$ cat config.mk
export PLATFORM = sky130hd
export DESIGN_NAME = sorted_sparse_duplicate_merge
export DESIGN_NICKNAME = d
export VERILOG_FILES = /design/src/rtl/core/ssdm_pkg.sv /design/src/rtl/core/sorted_sparse_duplicate_merge.sv /design/src/rtl/core/ssdm_front.sv /design/src/rtl/core/ssdm_queue.sv /design/src/rtl/core/ssdm_back.sv
export SDC_FILE = /design/constraint.sdc
export NUM_CORES = 1
export LEC_CHECK = 0
export BUFFER_PORTS_ARGS = -buffer_cell sky130_fd_sc_hd__clkbuf_2
export CORE_ASPECT_RATIO = 0.75
export CORE_UTILIZATION = 35
export DETAILED_ROUTE_END_ITERATION = 8
export GPL_TIMING_DRIVEN = 0
export PLACE_DENSITY = 0.56
export SLEW_MARGIN = 5
export SYNTH_ARGS = -nofsm -noshare
export SYNTH_HDL_FRONTEND = slang
export SYNTH_SLANG_ARGS = --single-unit
$ cat constraint.sdc
create_clock -name clk -period 9.45 [get_ports clk]
set_clock_uncertainty 0.15 [all_clocks]
set_input_delay 0.4725 -clock clk [delete_from_list [all_inputs] [get_ports clk]]
set_output_delay 0.4725 -clock clk [all_outputs]
set_load 0.1 [all_outputs]
$ cat src/rtl/core/ssdm_pkg.sv
// shared types and constants of the duplicate-entry merge block
package ssdm_pkg;

    localparam int ROW_W  = 17;
    localparam int VAL_W  = 32;
    localparam int CNT_W  = 21;
    localparam int QDEPTH = 4;
    localparam int QPTR_W = $clog2(QDEPTH);

    localparam logic [CNT_W-1:0] MAX_ENTRIES = CNT_W'(1048576);

    // request type codes
    localparam logic REQ_ENTRY  = 1'b0;
    localparam logic REQ_MARKER = 1'b1;

    typedef struct packed {
        logic                    req_type;
        logic [ROW_W-1:0]        row_index;
        logic signed [VAL_W-1:0] value_re;
        logic signed [VAL_W-1:0] value_im;
        logic                    last_of_column;
        logic                    last_of_matrix;
    } req_t;

    typedef struct packed {
        logic                    entry_valid;
        logic [ROW_W-1:0]        row_index_res;
        logic signed [VAL_W-1:0] value_re_res;
        logic signed [VAL_W-1:0] value_im_res;
        logic                    column_end;
        logic [CNT_W-1:0]        column_end_pointer;
        logic [CNT_W-1:0]        merged_total;
        logic                    last;
    } res_t;

    // classified word passed from front to back
    typedef struct packed {
        logic                    entry;
        logic                    merge;
        logic                    flush;
        logic                    closing;
        logic                    matrix_end;
        logic [ROW_W-1:0]        row;
        logic signed [VAL_W-1:0] re;
        logic signed [VAL_W-1:0] im;
    } op_t;

    typedef struct packed {
        logic pend_valid;
        logic phase;
    } back_stat_t;

endpackage

$ cat src/rtl/core/sorted_sparse_duplicate_merge.sv
// top level of the duplicate-entry merge for column-sorted sparse matrices
// takes one word per cycle unless the queue is full; the front end compares each
// entry row with the pending row and queues a classified word (up to four) for
// the back end, which sums duplicate values with saturation and sends one result
// word per cycle unless stalled. a word that yields two results (a new row that
// also closes its column) holds the back end, so the sustained rate is set by
// the output side: one result per cycle. no clearing pass after reset. the user
// must write base_index only while the block is idle; it is not enforced.
module sorted_sparse_duplicate_merge import ssdm_pkg::*;
(
    input  logic clk,
    input  logic rst_n,
    input  logic cfg_write,
    input  logic cfg_data,
    input  logic req_valid,
    output logic req_stall,
    input  req_t req,
    output logic res_valid,
    input  logic res_stall,
    output res_t res
);

    logic       base_index_reg;
    logic       push;
    op_t        push_op;
    logic       q_full;
    logic       q_empty;
    logic       pop;
    op_t        head_op;
    logic       front_pend_valid;
    back_stat_t back_stat;

    always_ff @(posedge clk or negedge rst_n)
    begin
        if (!rst_n)
            base_index_reg <= 1'b0;
        else if (cfg_write)
            base_index_reg <= cfg_data;
    end

    ssdm_front u_front
    (
        .clk        (clk),
        .rst_n      (rst_n),
        .req_valid  (req_valid),
        .req_stall  (req_stall),
        .req        (req),
        .push       (push),
        .push_op    (push_op),
        .q_full     (q_full),
        .pend_valid (front_pend_valid)
    );

    ssdm_queue u_queue
    (
        .clk     (clk),
        .rst_n   (rst_n),
        .push    (push),
        .push_op (push_op),
        .full    (q_full),
        .pop     (pop),
        .head_op (head_op),
        .empty   (q_empty)
    );

    ssdm_back u_back
    (
        .clk        (clk),
        .rst_n      (rst_n),
        .base_index (base_index_reg),
        .q_empty    (q_empty),
        .head_op    (head_op),
        .pop        (pop),
        .stat       (back_stat),
        .res_valid  (res_valid),
        .res_stall  (res_stall),
        .res        (res)
    );

    // front and back agree on the pending entry once the queue has drained
    a_pend_agree: assert property (@(posedge clk) disable iff (!rst_n)
        (q_empty && !back_stat.phase) |-> (front_pend_valid == back_stat.pend_valid))
        else $error("front and back disagree on pending entry");

    // the second result of a word follows without a gap
    a_second_follows: assert property (@(posedge clk) disable iff (!rst_n)
        (res_valid && !res.last) |=> res_valid)
        else $error("second result of a word missing");

    // a result that does not close a column always carries an entry
    a_entry_or_close: assert property (@(posedge clk) disable iff (!rst_n)
        (res_valid && !res.column_end) |-> (res.entry_valid && res.last == !back_stat.phase))
        else $error("empty result without column end");

endmodule

$ cat src/rtl/core/ssdm_front.sv
// front end: accepts words, tracks the pending row and classifies each word
module ssdm_front import ssdm_pkg::*;
(
    input  logic clk,
    input  logic rst_n,
    input  logic req_valid,
    output logic req_stall,
    input  req_t req,
    output logic push,
    output op_t  push_op,
    input  logic q_full,
    output logic pend_valid
);

    logic             pend_valid_reg, pend_valid_next;
    logic [ROW_W-1:0] pend_row_reg, pend_row_next;
    logic             is_entry;
    logic             match;
    logic             closing;

    assign req_stall  = q_full;
    assign push       = req_valid && !q_full;
    assign pend_valid = pend_valid_reg;

    always_comb
    begin
        is_entry = (req.req_type == REQ_ENTRY);
        match    = pend_valid_reg && (pend_row_reg == req.row_index);
        closing  = (req.req_type == REQ_MARKER) || req.last_of_column || req.last_of_matrix;

        push_op.entry      = is_entry;
        push_op.merge      = is_entry && match;
        push_op.flush      = is_entry && pend_valid_reg && !match;
        push_op.closing    = closing;
        push_op.matrix_end = req.last_of_matrix;
        push_op.row        = req.row_index;
        push_op.re         = req.value_re;
        push_op.im         = req.value_im;

        pend_valid_next = pend_valid_reg;
        pend_row_next   = pend_row_reg;
        if (push)
        begin
            if (closing)
            begin
                pend_valid_next = 1'b0;
                pend_row_next   = '0;
            end
            else if (is_entry)
            begin
                pend_valid_next = 1'b1;
                pend_row_next   = req.row_index;
            end
        end
    end

    always_ff @(posedge clk or negedge rst_n)
    begin
        if (!rst_n)
        begin
            pend_valid_reg <= 1'b0;
            pend_row_reg   <= '0;
        end
        else
        begin
            pend_valid_reg <= pend_valid_next;
            pend_row_reg   <= pend_row_next;
        end
    end

endmodule

$ cat src/rtl/core/ssdm_queue.sv
// short queue of classified words between front and back
module ssdm_queue import ssdm_pkg::*;
(
    input  logic clk,
    input  logic rst_n,
    input  logic push,
    input  op_t  push_op,
    output logic full,
    input  logic pop,
    output op_t  head_op,
    output logic empty
);

    op_t               mem_reg [QDEPTH];
    logic [QPTR_W-1:0] wr_ptr_reg, wr_ptr_next;
    logic [QPTR_W-1:0] rd_ptr_reg, rd_ptr_next;
    logic [QPTR_W:0]   count_reg, count_next;
    logic              do_push;
    logic              do_pop;

    assign full    = (count_reg == (QPTR_W+1)'(QDEPTH));
    assign empty   = (count_reg == '0);
    assign head_op = mem_reg[rd_ptr_reg];
    assign do_push = push && !full;
    assign do_pop  = pop && !empty;

    always_comb
    begin
        wr_ptr_next = do_push ? wr_ptr_reg + 1'b1 : wr_ptr_reg;
        rd_ptr_next = do_pop ? rd_ptr_reg + 1'b1 : rd_ptr_reg;
        count_next  = count_reg;
        if (do_push && !do_pop)
            count_next = count_reg + 1'b1;
        else if (do_pop && !do_push)
            count_next = count_reg - 1'b1;
    end

    always_ff @(posedge clk)
    begin
        if (do_push)
            mem_reg[wr_ptr_reg] <= push_op;
    end

    always_ff @(posedge clk or negedge rst_n)
    begin
        if (!rst_n)
        begin
            wr_ptr_reg <= '0;
            rd_ptr_reg <= '0;
            count_reg  <= '0;
        end
        else
        begin
            wr_ptr_reg <= wr_ptr_next;
            rd_ptr_reg <= rd_ptr_next;
            count_reg  <= count_next;
        end
    end

endmodule

$ cat src/rtl/core/ssdm_back.sv
// back end: merges values, keeps the counters and drives the result register
module ssdm_back import ssdm_pkg::*;
(
    input  logic       clk,
    input  logic       rst_n,
    input  logic       base_index,
    input  logic       q_empty,
    input  op_t        head_op,
    output logic       pop,
    output back_stat_t stat,
    output logic       res_valid,
    input  logic       res_stall,
    output res_t       res
);

    function automatic logic signed [VAL_W-1:0] sat_add(
        input logic signed [VAL_W-1:0] a,
        input logic signed [VAL_W-1:0] b
    );
        logic signed [VAL_W-1:0] s;
        s = a + b;
        if (a[VAL_W-1] == b[VAL_W-1] && s[VAL_W-1] != a[VAL_W-1])
            s = a[VAL_W-1] ? {1'b1, {(VAL_W-1){1'b0}}} : {1'b0, {(VAL_W-1){1'b1}}};
        return s;
    endfunction

    function automatic logic [CNT_W-1:0] count_inc(input logic [CNT_W-1:0] c);
        return (c < MAX_ENTRIES) ? c + 1'b1 : MAX_ENTRIES;
    endfunction

    logic                    pend_valid_reg, pend_valid_next;
    logic [ROW_W-1:0]        pend_row_reg, pend_row_next;
    logic signed [VAL_W-1:0] pend_re_reg, pend_re_next;
    logic signed [VAL_W-1:0] pend_im_reg, pend_im_next;
    logic [CNT_W-1:0]        kept_reg, kept_next;
    logic [CNT_W-1:0]        merge_reg, merge_next;
    logic                    phase_reg, phase_next;
    logic                    res_valid_reg, res_valid_next;
    res_t                    res_reg, res_next;

    logic                    slot_free;
    logic                    beat_flush;
    logic                    emit;
    logic                    fire;
    logic                    cur_valid;
    logic [ROW_W-1:0]        cur_row;
    logic signed [VAL_W-1:0] cur_re;
    logic signed [VAL_W-1:0] cur_im;
    logic [CNT_W-1:0]        merge_upd;
    logic [CNT_W-1:0]        kept_upd;

    assign slot_free  = !res_valid_reg || !res_stall;
    assign beat_flush = head_op.flush && !phase_reg;
    assign emit       = beat_flush || head_op.closing;
    assign fire       = !q_empty && (!emit || slot_free);
    assign pop        = fire && !(beat_flush && head_op.closing);

    assign res_valid       = res_valid_reg;
    assign res             = res_reg;
    assign stat.pend_valid = pend_valid_reg;
    assign stat.phase      = phase_reg;

    always_comb
    begin
        // pending entry once this word's merge or load is applied
        cur_valid = pend_valid_reg;
        cur_row   = pend_row_reg;
        cur_re    = pend_re_reg;
        cur_im    = pend_im_reg;
        merge_upd = merge_reg;
        if (!phase_reg && head_op.entry)
        begin
            cur_valid = 1'b1;
            if (head_op.merge)
            begin
                cur_re    = sat_add(pend_re_reg, head_op.re);
                cur_im    = sat_add(pend_im_reg, head_op.im);
                merge_upd = count_inc(merge_reg);
            end
            else
            begin
                cur_row = head_op.row;
                cur_re  = head_op.re;
                cur_im  = head_op.im;
            end
        end
        kept_upd = cur_valid ? count_inc(kept_reg) : kept_reg;

        pend_valid_next = pend_valid_reg;
        pend_row_next   = pend_row_reg;
        pend_re_next    = pend_re_reg;
        pend_im_next    = pend_im_reg;
        kept_next       = kept_reg;
        merge_next      = merge_reg;
        phase_next      = phase_reg;
        res_valid_next  = res_valid_reg && res_stall;
        res_next        = res_reg;

        if (fire)
        begin
            if (beat_flush)
            begin
                // the earlier row is done: send it, then take the new row
                res_valid_next              = 1'b1;
                res_next.entry_valid        = 1'b1;
                res_next.row_index_res      = pend_row_reg;
                res_next.value_re_res       = pend_re_reg;
                res_next.value_im_res       = pend_im_reg;
                res_next.column_end         = 1'b0;
                res_next.column_end_pointer = '0;
                res_next.merged_total       = merge_reg;
                res_next.last               = !head_op.closing;
                kept_next                   = count_inc(kept_reg);
                pend_valid_next             = 1'b1;
                pend_row_next               = head_op.row;
                pend_re_next                = head_op.re;
                pend_im_next                = head_op.im;
                phase_next                  = head_op.closing;
            end
            else if (head_op.closing)
            begin
                res_valid_next              = 1'b1;
                res_next.entry_valid        = cur_valid;
                res_next.row_index_res      = cur_valid ? cur_row : '0;
                res_next.value_re_res       = cur_valid ? cur_re : '0;
                res_next.value_im_res       = cur_valid ? cur_im : '0;
                res_next.column_end         = 1'b1;
                res_next.column_end_pointer = kept_upd + CNT_W'(base_index);
                res_next.merged_total       = merge_upd;
                res_next.last               = 1'b1;
                pend_valid_next             = 1'b0;
                pend_row_next               = '0;
                pend_re_next                = '0;
                pend_im_next                = '0;
                kept_next                   = head_op.matrix_end ? '0 : kept_upd;
                merge_next                  = head_op.matrix_end ? '0 : merge_upd;
                phase_next                  = 1'b0;
            end
            else
            begin
                pend_valid_next = cur_valid;
                pend_row_next   = cur_row;
                pend_re_next    = cur_re;
                pend_im_next    = cur_im;
                merge_next      = merge_upd;
            end
        end
    end

    always_ff @(posedge clk or negedge rst_n)
    begin
        if (!rst_n)
        begin
            pend_valid_reg <= 1'b0;
            pend_row_reg   <= '0;
            pend_re_reg    <= '0;
            pend_im_reg    <= '0;
            kept_reg       <= '0;
            merge_reg      <= '0;
            phase_reg      <= 1'b0;
            res_valid_reg  <= 1'b0;
        end
        else
        begin
            pend_valid_reg <= pend_valid_next;
            pend_row_reg   <= pend_row_next;
            pend_re_reg    <= pend_re_next;
            pend_im_reg    <= pend_im_next;
            kept_reg       <= kept_next;
            merge_reg      <= merge_next;
            phase_reg      <= phase_next;
            res_valid_reg  <= res_valid_next;
        end
    end

    always_ff @(posedge clk)
    begin
        res_reg <= res_next;
    end

endmodule
==> impl_results.md <==
* Gr usage total at 24.4%
* Clock root cell: clkbuf_16
* Final Hold Fails at 0
* Starting Density at 35.4%
* Final WL at 111000 µm
* Hold WC Path Type: input port to register
* Post-Route Setup TNS at 0 ns
* Cts repair resizes at 0
* Number of synthesized register bits at 622
* Core box area at 0.0877 mm²
* Via Count at 24500
* Worst-path maximum fanout at 10
* CP Launch Type: register
* Post-synth top area share at 45.5%
* Layout cells sized above 1 at 15.4%
* Asr flop ratio synth at 24.4%
* Pin count of the biggest net entering global routing at 61
* Reg2reg start: u_queue.rd_ptr_reg[1]
* Synth Area per Inst at 12.0 µm²
* DRT iter0 DRCs at 2654
* Multi-input logic area at 0.0124 mm²
* Die footprint at 0.0899 mm²
* Dominant cell type by area after synthesis: edfxtp_1
* Synth area leaders: edfxtp_1 45%, dfrtp_1 12%, mux4_2 6.2%, o21ai_0 3.4%, nand2_1 3.3%
* Grt total ovfl at 0
* Clock sink count at 622
* H-Tree Depth at 3
* Drc violations at 0
* Synthesized instance count at 2598
* Fmax at 0.115 GHz
* 1st-pass router iterations at 6
* CTS buffer count at 69
* Hold buffers post-CTS at 81
* Mapped cell area at 0.0310 mm²
* Worst path required time at 9.66 ns
* Global-route wire length before repair at 162000 µm
* Pins Over Slew Limit at 9
* Max reg flops at 344
* Yosys warnings at 0
* Status: complete, but fails checks
* Post-synth cell types at 81
* Post-route insts no fill at 4184
* MaxCap Viol Count at 1
* Tmin final at 8.70 ns
* Die height at 260 µm
* Storage cell area at 0.0179 mm²
* Final HPWL DP at 79300 µm
* Worst skew pair latency at 0.64 ns
* Final nets at 3139
* IO Pins at 218
* Clock tree buffer depth at 3
* Sequential share of the synthesized area at 57.7%
* CTS tree: yes
* Max_slew headroom at -0.606%
* Post-CTS Setup Inserts at 0
* Layout area overhead at 18.8%
* RePlAce Congestion at 0.964
* Dpl cells at 3975
* Rows at 94
* Worst EP arrival at 8.91 ns
* Failing checks: max-capacitance violations, max-slew violations
* CP Launch Point: u_queue.rd_ptr_reg[1]
* Clock slew at reported path FFs at 0.06 ns
* Final setup violation count at 0
* Critical Path End Type: register
* FILL cells at 8218
* Post-route ant nets at 0
* Hold Startpoint: req[82]
* Die width at 346 µm
* Tcrit/Tclk final at 92.0%
* Worst slew pin tran at 1.51 ns
* Routed WL per cell at 26.5 µm
* RSZ-0062 raised after global routing: false
* Number of port buffers at 217
* Synth Net Count at 2762
* Top_reg_cell synth: edfxtp_1
* Antenna violations before repair at 8
* Vias in the first global route at 23900
* Vias per cell at 5.86
* EDFF count, synth at 470
* Crit Path Class: register to register
==> layout make-up <==
class                      instances  area share (%)
antenna                            2          0.0136
buffer                           156            1.66
clock buffer                      82            5.03
clock inverter                    44            1.11
inverter                          39           0.397
multi-input combinational       1781            33.6
sequential                       622            48.6
tap                             1152            3.91
timing repair buffer             306            5.74
==> cells in the final DEF, fill, tap and decap left out, types with 18 or more instances in the layout <==
| cell type | netlist | routed |
|---|---|---|
| buf_1 | 24 | 24 |
| inv_1 | 38 | 38 |
| clkbuf_16 | 0 | 70 |
| mux4_2 | 86 | 86 |
| o211ai_1 | 18 | 18 |
| o31ai_1 | 32 | 32 |
| a22o_1 | 60 | 60 |
| a22oi_1 | 29 | 29 |
| xor2_1 | 33 | 33 |
| a31oi_1 | 34 | 34 |
| nor3_1 | 58 | 58 |
| a21oi_1 | 187 | 187 |
| nand3_1 | 67 | 67 |
| and2_1 | 31 | 27 |
| xnor2_1 | 52 | 52 |
| dlygate4sd3_1 | 0 | 81 |
| o21ai_0 | 211 | 211 |
| ha_1 | 71 | 71 |
| clkbuf_1 | 121 | 126 |
| clkbuf_2 | 2 | 218 |
| nand4_1 | 18 | 18 |
| edfxtp_1 | 470 | 470 |
| a21o_1 | 42 | 42 |
| nand2_1 | 277 | 277 |
| nor2_1 | 138 | 138 |
| o21a_1 | 25 | 25 |
| dfrtp_1 | 152 | 152 |
| and3_1 | 41 | 41 |
==> worst paths after layout <==
kind                                                 to  slack [ns]  cells past startpoint
worst max-delay path                     u_back.res[60]        0.75                     18
worst min-delay path             u_queue.mem_reg[3][80]        0.04                      1
worst max register to register           u_back.res[60]        0.75                     18
worst min register to register  u_front.pend_row_reg[1]        0.34                      2
max in group asynchronous          u_back.merge_reg[19]        8.21                      3
min in group asynchronous         u_back.pend_re_reg[9]        0.17                      2
==> critical path: stages (launching register included) <==
cell	delay, ns
dfrtp_1	0.31
buf_2	0.23
buf_1	0.68
buf_1	1.05
buf_1	0.75
clkbuf_1	0.61
mux4_2	0.48
ha_1	0.44
nand2_1	0.08
nor4_1	0.37
o21ai_0	0.13
o21ba_2	0.33
nor3_1	0.15
o21ai_1	0.82
and2_0	0.22
clkbuf_1	0.43
clkbuf_1	0.48
nand2_1	0.18
o21ai_0	0.47
==> logic make-up after synthesis <==
group | share of synthesized area, %
adder cells (fa/ha/maj) | 3.05
AND/OR/NAND/NOR | 10.9
flip-flops | 57.7
buffers and inverters | 2.44
multiplexers | 6.86
AO/OA/AOI/OAI | 16.7
XOR/XNOR | 2.40
==> synthesized netlist by cell type (11+ instances only) <==
| cell type | instances |
|---|---|
| buf_1 | 24 |
| a221oi_1 | 12 |
| nor3_1 | 58 |
| mux4_2 | 86 |
| nand2b_1 | 11 |
| a31oi_1 | 34 |
| xnor2_1 | 52 |
| nor4_1 | 15 |
| nor2_1 | 138 |
| o31ai_1 | 32 |
| inv_1 | 38 |
| edfxtp_1 | 470 |
| nand2_1 | 277 |
| dfrtp_1 | 152 |
| nor2b_1 | 12 |
| xor2_1 | 33 |
| a21oi_1 | 187 |
| nand3_1 | 67 |
| a211oi_1 | 14 |
| o22ai_1 | 11 |
| a22oi_1 | 29 |
| o21ai_0 | 211 |
| ha_1 | 71 |
| o21a_1 | 25 |
| and3_1 | 41 |
| and2_1 | 31 |
| nand4_1 | 18 |
| o211ai_1 | 18 |
| a22o_1 | 60 |
| a21o_1 | 42 |
| clkbuf_1 | 121 |
==> metrics by stage <==
stage	hold slack, ns	utilization (%)	cell area, µm²	setup slack, ns
5_1_grt	0.0382	42.1	36900	0.515
3_3_place_gp	0.326	38.3	33600	-0.691
2_1_floorplan	0.0269	-	31000	2.85
4_1_cts	0.0156	42.0	36900	0.918
6_report	0.0411	42.1	36900	0.754
3_5_place_dp	0.281	38.5	33800	0.976
==> layer usage <==
| metal | routed length [µm] | GRT usage, % |
|---|---|---|
| met3 | 8850 | 4.59 |
| met4 | 3180 | 7.95 |
| met5 | 27 | 0 |
| met1 | 50300 | 35.5 |
| met2 | 48400 | 36.5 |
Power is left out: the tool's default activity adds up to more than one toggle a clock period on the data nets, which glitch-free logic cannot reach.
